`config.mk`:
```
export PLATFORM = sky130hd
export DESIGN_NAME = sorted_key_table_unit
export DESIGN_NICKNAME = d
export VERILOG_FILES = /design/src/rtl/skt_pkg.sv /design/src/rtl/skt_cell.sv /design/src/rtl/sorted_key_table_unit.sv
export VERILOG_INCLUDE_DIRS = /design/src /design/src/rtl
export SDC_FILE = /design/constraint.sdc
export NUM_CORES = 2
export LEC_CHECK = 0
export ABC_AREA = 1
export BUFFER_PORTS_ARGS = -buffer_cell sky130_fd_sc_hd__buf_4
export CORE_ASPECT_RATIO = 0.75
export CORE_MARGIN = 5
export CORE_UTILIZATION = 25
export CTS_CLUSTER_SIZE = 25
export DETAILED_ROUTE_END_ITERATION = 7
export PLACE_DENSITY = 0.38
export SYNTH_ARGS = -nofsm -noshare
export SYNTH_HDL_FRONTEND = slang
export SYNTH_SLANG_ARGS = --single-unit
```
`constraint.sdc`:
```
create_clock -name clk -period 7.8 [get_ports clk]
set_input_delay 1.17 -clock clk [delete_from_list [all_inputs] [get_ports clk]]
set_output_delay 1.17 -clock clk [all_outputs]
set_load 0.03 [all_outputs]
```
`src/rtl/sorted_key_table_unit_defines.svh`:
```
// Assertion macros shared by the sorted key table RTL.
`ifndef SORTED_KEY_TABLE_UNIT_DEFINES_SVH
`define SORTED_KEY_TABLE_UNIT_DEFINES_SVH

// The consequent must hold in the same cycle as the antecedent.
`define SKT_ASSERT_SAME(label, clk, rst_n, ante, cons) \
  label: assert property (@(posedge clk) disable iff (!rst_n) (ante) |-> (cons)) \
    else $error("sorted key table: same-cycle check failed");

// The consequent must hold in the cycle after the antecedent.
`define SKT_ASSERT_NEXT(label, clk, rst_n, ante, cons) \
  label: assert property (@(posedge clk) disable iff (!rst_n) (ante) |=> (cons)) \
    else $error("sorted key table: next-cycle check failed");

`endif

```
`src/rtl/skt_pkg.sv`:
```
// Types and codes shared by the sorted key table modules.
`timescale 1ns / 1ps
package skt_pkg;

  localparam int KEY_W = 32;
  localparam int IDX_W = 4;
  localparam int CNT_W = 5;
  localparam int ACT_W = 2;
  localparam int ST_W  = 2;

  typedef logic [KEY_W-1:0] key_t;
  typedef logic [ACT_W-1:0] action_t;
  typedef logic [ST_W-1:0]  status_t;

  localparam action_t ACT_INSERT = 2'd0;
  localparam action_t ACT_LOOKUP = 2'd1;
  localparam action_t ACT_REMOVE = 2'd2;

  localparam status_t ST_OK        = 2'd0;
  localparam status_t ST_FULL      = 2'd1;
  localparam status_t ST_BAD_INDEX = 2'd2;

  typedef struct packed {
    logic ins;
    logic rem;
    key_t key;
  } cell_ctrl_t;

endpackage

```
`src/rtl/skt_cell.sv`:
```
// One cell of the sorted key chain: holds one key and shifts with its neighbors.
`timescale 1ns / 1ps
module skt_cell import skt_pkg::*; (
  input  logic       clk,
  input  cell_ctrl_t ctrl,
  input  logic       left_lt,
  input  key_t       left_val,
  input  key_t       right_val,
  input  logic       occupied,
  input  logic       shift_down,
  output key_t       val,
  output logic       lt
);

  key_t val_r;
  key_t val_nxt;

  assign lt  = occupied && (val_r < ctrl.key);
  assign val = val_r;

  always_comb begin
    val_nxt = val_r;
    if (ctrl.ins) begin
      if (!lt) begin
        val_nxt = left_lt ? ctrl.key : left_val;
      end
    end else if (ctrl.rem && shift_down) begin
      val_nxt = right_val;
    end
  end

  always_ff @(posedge clk) begin
    val_r <= val_nxt;
  end

endmodule

```
`src/rtl/sorted_key_table_unit.sv`:
```
// Top level of the sorted key table: a chain of key cells with count and result logic.
`timescale 1ns / 1ps
// The table keeps up to CAPACITY unsigned keys in ascending order in a row of cells that all
// compare against the incoming key and shift in the same clock cycle. Busy stays low, a new
// transaction may start in every cycle, and its result appears on the out_ ports with out_valid
// high for exactly one cycle, the cycle after start. The result must be captured in that cycle
// because the receiver cannot stall the block. Each cell makes one key comparison and passes its
// less-than flag to the next cell. Entries not yet written hold no defined value and are never
// returned.
`include "sorted_key_table_unit_defines.svh"
module sorted_key_table_unit import skt_pkg::*; #(
  parameter int CAPACITY = 16
) (
  input  logic             clk,
  input  logic             rst_n,
  input  logic             start,
  output logic             busy,
  input  logic [ACT_W-1:0] in_action,
  input  logic [KEY_W-1:0] in_key,
  input  logic [IDX_W-1:0] in_index,
  output logic             out_valid,
  output logic [KEY_W-1:0] out_value,
  output logic [CNT_W-1:0] out_count,
  output logic [ST_W-1:0]  out_status
);

  localparam int CW     = $clog2(CAPACITY + 1);
  localparam int CMP_W  = (CW > IDX_W) ? CW : IDX_W;
  localparam int LOOK_N = 2 ** IDX_W;

  logic [CW-1:0]    cnt_r;
  logic [CW-1:0]    cnt_nxt;
  logic             out_valid_r;
  key_t             out_value_r;
  logic [CNT_W-1:0] out_count_r;
  status_t          out_status_r;

  logic             accept;
  logic             full;
  logic             index_ok;
  logic [CMP_W-1:0] idx_ext;
  cell_ctrl_t       ctrl;
  key_t             value_nxt;
  status_t          status_nxt;

  key_t             cell_val [CAPACITY];
  logic             cell_lt  [CAPACITY];
  key_t             look_val [LOOK_N];

  assign busy     = 1'b0;
  assign accept   = start && !busy;
  assign full     = (cnt_r == CW'(CAPACITY));
  assign idx_ext  = CMP_W'(in_index);
  assign index_ok = (idx_ext < CMP_W'(cnt_r));

  always_comb begin
    ctrl.ins = accept && (in_action == ACT_INSERT) && !full;
    ctrl.rem = accept && (in_action == ACT_REMOVE) && index_ok;
    ctrl.key = in_key;
  end

  genvar i;
  generate
    for (i = 0; i < CAPACITY; i++) begin : g_cell
      logic left_lt;
      key_t left_val;
      key_t right_val;
      logic occupied;
      logic shift_down;

      if (i == 0) begin : g_first
        assign left_lt  = 1'b1;
        assign left_val = in_key;
      end else begin : g_inner
        assign left_lt  = cell_lt[i-1];
        assign left_val = cell_val[i-1];
      end

      if (i == CAPACITY - 1) begin : g_last
        assign right_val = cell_val[i];
      end else begin : g_body
        assign right_val = cell_val[i+1];
      end

      assign occupied   = (CW'(i) < cnt_r);
      assign shift_down = (CMP_W'(i) >= idx_ext);

      skt_cell u_cell (
        .clk        (clk),
        .ctrl       (ctrl),
        .left_lt    (left_lt),
        .left_val   (left_val),
        .right_val  (right_val),
        .occupied   (occupied),
        .shift_down (shift_down),
        .val        (cell_val[i]),
        .lt         (cell_lt[i])
      );
    end

    for (i = 0; i < LOOK_N; i++) begin : g_look
      if (i < CAPACITY) begin : g_real
        assign look_val[i] = cell_val[i];
      end else begin : g_none
        assign look_val[i] = '0;
      end
    end
  endgenerate

  always_comb begin
    cnt_nxt    = cnt_r;
    value_nxt  = '0;
    status_nxt = ST_OK;
    if (accept) begin
      case (in_action)
        ACT_INSERT: begin
          if (full) begin
            status_nxt = ST_FULL;
          end else begin
            cnt_nxt = cnt_r + CW'(1);
          end
        end
        ACT_LOOKUP: begin
          if (index_ok) begin
            value_nxt = look_val[in_index];
          end else begin
            status_nxt = ST_BAD_INDEX;
          end
        end
        ACT_REMOVE: begin
          if (index_ok) begin
            cnt_nxt = cnt_r - CW'(1);
          end else begin
            status_nxt = ST_BAD_INDEX;
          end
        end
        default: begin
          status_nxt = ST_OK;
        end
      endcase
    end
  end

  always_ff @(posedge clk) begin
    if (!rst_n) begin
      cnt_r       <= '0;
      out_valid_r <= 1'b0;
    end else begin
      cnt_r       <= cnt_nxt;
      out_valid_r <= accept;
    end
  end

  always_ff @(posedge clk) begin
    out_value_r  <= value_nxt;
    out_count_r  <= CNT_W'(cnt_nxt);
    out_status_r <= status_nxt;
  end

  assign out_valid  = out_valid_r;
  assign out_value  = out_value_r;
  assign out_count  = out_count_r;
  assign out_status = out_status_r;

  `SKT_ASSERT_SAME(a_cnt_bound, clk, rst_n, 1'b1, cnt_r <= CW'(CAPACITY))
  `SKT_ASSERT_NEXT(a_strobe_follows, clk, rst_n, accept, out_valid_r)
  `SKT_ASSERT_NEXT(a_insert_grows, clk, rst_n, ctrl.ins, cnt_r == $past(cnt_r) + CW'(1))
  `SKT_ASSERT_SAME(a_err_zero, clk, rst_n, out_valid_r && (out_status_r != ST_OK), out_value_r == '0)
  `SKT_ASSERT_SAME(a_head_sorted, clk, rst_n, cnt_r >= CW'(2), cell_val[0] <= cell_val[1])

endmodule
```
==> impl_metrics.json <==
{
  "outcome": "completed",
  "power.leakage_nw": 26.6,
  "post-route-period-util": 0.619,
  "worst_hold_slack_ns": 0.545,
  "die-height_microns": 374,
  "route.detailed.drc": 0,
  "timing.hold.worst.class": "flip-flop to flip-flop",
  "fp.dieArea_sq_um": 185000,
  "worst-endpoint-arrival_ns": 5.05,
  "post_synth_edffs": 512,
  "setup_viol": 0,
  "post_synth_inst_count": 6263,
  "path_clk_slew_ns": 0.06,
  "dominant_register_cell_in_the_synthesized_netlist": "sky130_fd_sc_hd__edfxtp_1",
  "post_cts.repair.setup_buffers": 0,
  "clkSinkCount": 557,
  "fin_setup_tns_ns": 0,
  "layout_fillers": 19400,
  "tritoncts.num_buffers": 78,
  "routed_wl_mm": 180,
  "synth_async_sr_flop_share": 0,
  "cellPowerDensity_nw_per_um2": 176,
  "worst-endpoint-required_ns": 8.02,
  "via_count": 40200,
  "final-seq-area_sq_um": 16300,
  "syn_area_sq_um": 44100,
  "critical_path.slowest_cell": "sky130_fd_sc_hd__inv_1",
  "clock-root-buffer": "sky130_fd_sc_hd__clkbuf_16",
  "syn2layout_area_growth_pct": 12.0,
  "final-hold-violation-count": 0,
  "dp_hpwl_mm": 132,
  "die_w_microns": 495,
  "final_critical_delay_including_setup_and_external_delays_ns": 4.83,
  "fp-row-count": 133,
  "mean_cell_area_of_the_mapped_netlist_sq_um": 7.05,
  "synth_cell_types": 44,
  "worstPathMaxFanout": 33,
  "via_count_of_the_first_global_routing_pass": 38100,
  "num-nets-final": 6747,
  "clock_latency_ns": 0.70,
  "multiInputGateArea_sq_um": 24200,
  "post_cts_resize_count": 0,
  "post_route_cells_drive_above_1_share": 0.0472,
  "floorplan.io_pins": 82,
  "synth_xor_area_frac": 0.000198,
  "number_of_max_slew_violations_in_the_final_report": 0,
  "synth.area.mux_share": 0,
  "routabilityCongestion": 0.845,
  "fin_worst_skew_ns": 0.0284,
  "grtUsageTotal": 0.190,
  "ys_seq_elements": 557,
  "grt_pass1_wl_mm": 265,
  "grt_start_max_net_pins": 191,
  "postCtsHoldBufs": 0,
  "core_area_sq_um": 175000,
  "unrepaired_setup_endpoints_after_global_routing": "false",
  "place.port_buffers": 80,
  "synthesized_net_count": 6810,
  "synth_compound_gate_area_share": 0.114,
  "crit_path_cell_trace": "buf_4 -> inv_1 -> ha_1 -> a21oi_1 -> o21ai_0 -> nor2_1 -> a21oi_1 -> nor2_1 -> nand2_2 -> nand2_2 -> nand2_2",
  "synth_warn": 0,
  "startpoint_type": "input pin",
  "grt.overflow.total": 0,
  "max_cap_violations": 0,
  "fmax_mhz": 207,
  "slew_headroom": 0.122,
  "starting_density_of_the_core": 0.252,
  "yosys.area_share.adder": 0.143,
  "first_pass_iters": 5,
  "vias_per_cell": 4.67,
  "crit_top_cell": "sky130_fd_sc_hd__nand2_2",
  "synth-seq-area-share": 0.369,
  "max_stage_delay_on_crit_path_ns": 0.74,
  "worst_pin_slew_ns": 1.30,
  "timing.setup.critical_path_class": "input pin to flip-flop",
  "synth_area_in_simple_gates": 0.289,
  "cts_max_level": 3,
  "wire_per_inst_microns": 20.9,
  "clockBufferDepth": 3,
  "postRouteAntennaNets": 0,
  "first_iter_violations": 3689,
  "ir_drop_mv": 0.126,
  "critPathCaptureType": "flip-flop",
  "cts_tree": "yes",
  "antenna_found_initial": 3,
  "synth_top_family_by_area": "simple AND/OR/NAND/NOR gates",
  "final_core_utilization": 0.282
}
## per-layer routing
metal,vias to the layer above,track usage,wire length [microns],part of all wire
met5,-,0,0,0
met4,0,0.0368,3430,0.019
met3,158,0.0336,12200,0.067
met2,1141,0.254,68000,0.38
met1,18800,0.308,96500,0.54
li1,20100,-,-,-
## power by group
group	total [mW]	switching, mW	internal [mW]	leakage [nW]
clock network	3.55	1.51	2.04	1.18
logic	1.59	1.12	0.469	20.3
registers	3.57	0.134	3.44	5.08
total	8.71	2.77	5.94	26.6
## registers in the layout, summed over array words and instances, names as in the netlist
name	count
cnt_r	5
out_value	32
out_status	2
out_valid	1
g_cell.u_cell.val	512
out_count	5
## metrics by stage
step	total power, mW	setup slack [ns]	instance area [sq um]	std cells
after global routing	9.16	2.70	49400	8618
final	8.71	2.97	49400	8620
after floorplan	4.60	2.75	44100	6263
after global placement	5.19	2.19	47000	8482
after detailed placement	5.21	2.18	47000	8482
after CTS	8.81	2.92	49400	8617
## cells in the mapped netlist (11+ instances only)
library cell / count / area share
sky130_fd_sc_hd__buf_1: 14 / 0.0012
sky130_fd_sc_hd__nor3_1: 34 / 0.0039
sky130_fd_sc_hd__o21ai_1: 11 / 0.0012
sky130_fd_sc_hd__buf_2: 112 / 0.013
sky130_fd_sc_hd__dfxtp_1: 45 / 0.020
sky130_fd_sc_hd__inv_1: 627 / 0.053
sky130_fd_sc_hd__edfxtp_1: 512 / 0.35
sky130_fd_sc_hd__nand2_2: 21 / 0.0030
sky130_fd_sc_hd__nor2_1: 143 / 0.012
sky130_fd_sc_hd__o21ai_0: 428 / 0.049
sky130_fd_sc_hd__buf_4: 11 / 0.0019
sky130_fd_sc_hd__ha_1: 506 / 0.14
sky130_fd_sc_hd__a21oi_1: 466 / 0.053
sky130_fd_sc_hd__nand2_1: 3003 / 0.26
sky130_fd_sc_hd__o21a_1: 11 / 0.0019
sky130_fd_sc_hd__nand4_1: 29 / 0.0041
sky130_fd_sc_hd__nand3_1: 58 / 0.0066
sky130_fd_sc_hd__clkbuf_1: 141 / 0.012
sky130_fd_sc_hd__a41oi_1: 33 / 0.0066
## cell families (layout without fill, tap and decap cells)
logic type / Yosys count / after routing
and+or+nand+nor: 3310 / 3310
AOI/OAI and AO/OA: 967 / 967
buffers and inverters: 921 / 913
DFF: 557 / 557
adders and majority gates: 506 / 506
other: 1 / 4
xor gates and xnor gates: 1 / 1
## path summary, 6_finish.rpt
check	depth (start not counted)	to	slack, ns	startpoint
min reg2reg	2	g_cell[4].u_cell.val[0]	0.55	g_cell[5].u_cell.val[0]
max reg2reg	11	g_cell[0].u_cell.val[16]	3.14	cnt_r[0]
max	11	g_cell[11].u_cell.val[3]	2.97	in_key[21]
min	2	g_cell[4].u_cell.val[0]	0.55	g_cell[5].u_cell.val[0]
## worst max-delay path, delay by kind of cell
| kind | cells | cell delay, ns |
|---|---|---|
| AOI/OAI and AO/OA | 3 | 0.29 |
| buffers and inverters | 2 | 0.85 |
| adders and majority gates | 1 | 0.39 |
| and+or+nand+nor | 5 | 2.25 |
## final cells by class
type	instances	share of cell area
multi-input combinational	4785	0.491
clock buffer	109	0.0457
sequential	557	0.329
antenna	3	0.000152
tap	2362	0.0598
clock inverter	26	0.00279
timing repair buffer	143	0.0232
inverter	635	0.0484
## placed cells by master (no fill, tap or decap), drive strengths merged, types with 5 or more instances in the layout
cell type,synthesis,final
clkinv,2,26
inv,633,634
dfxtp,45,45
and3,5,5
o21a,11,11
a211oi,5,5
nand2,3027,3027
a21oi,466,466
a41oi,33,33
o21ai,441,441
nand3,59,59
nor3,34,34
nand4,29,29
clkbuf,142,109
ha,506,506
nor2,147,147
edfxtp,512,512
o211ai,6,6
buf,144,143
No activity file was read; power rests on OpenSTA's default activity.
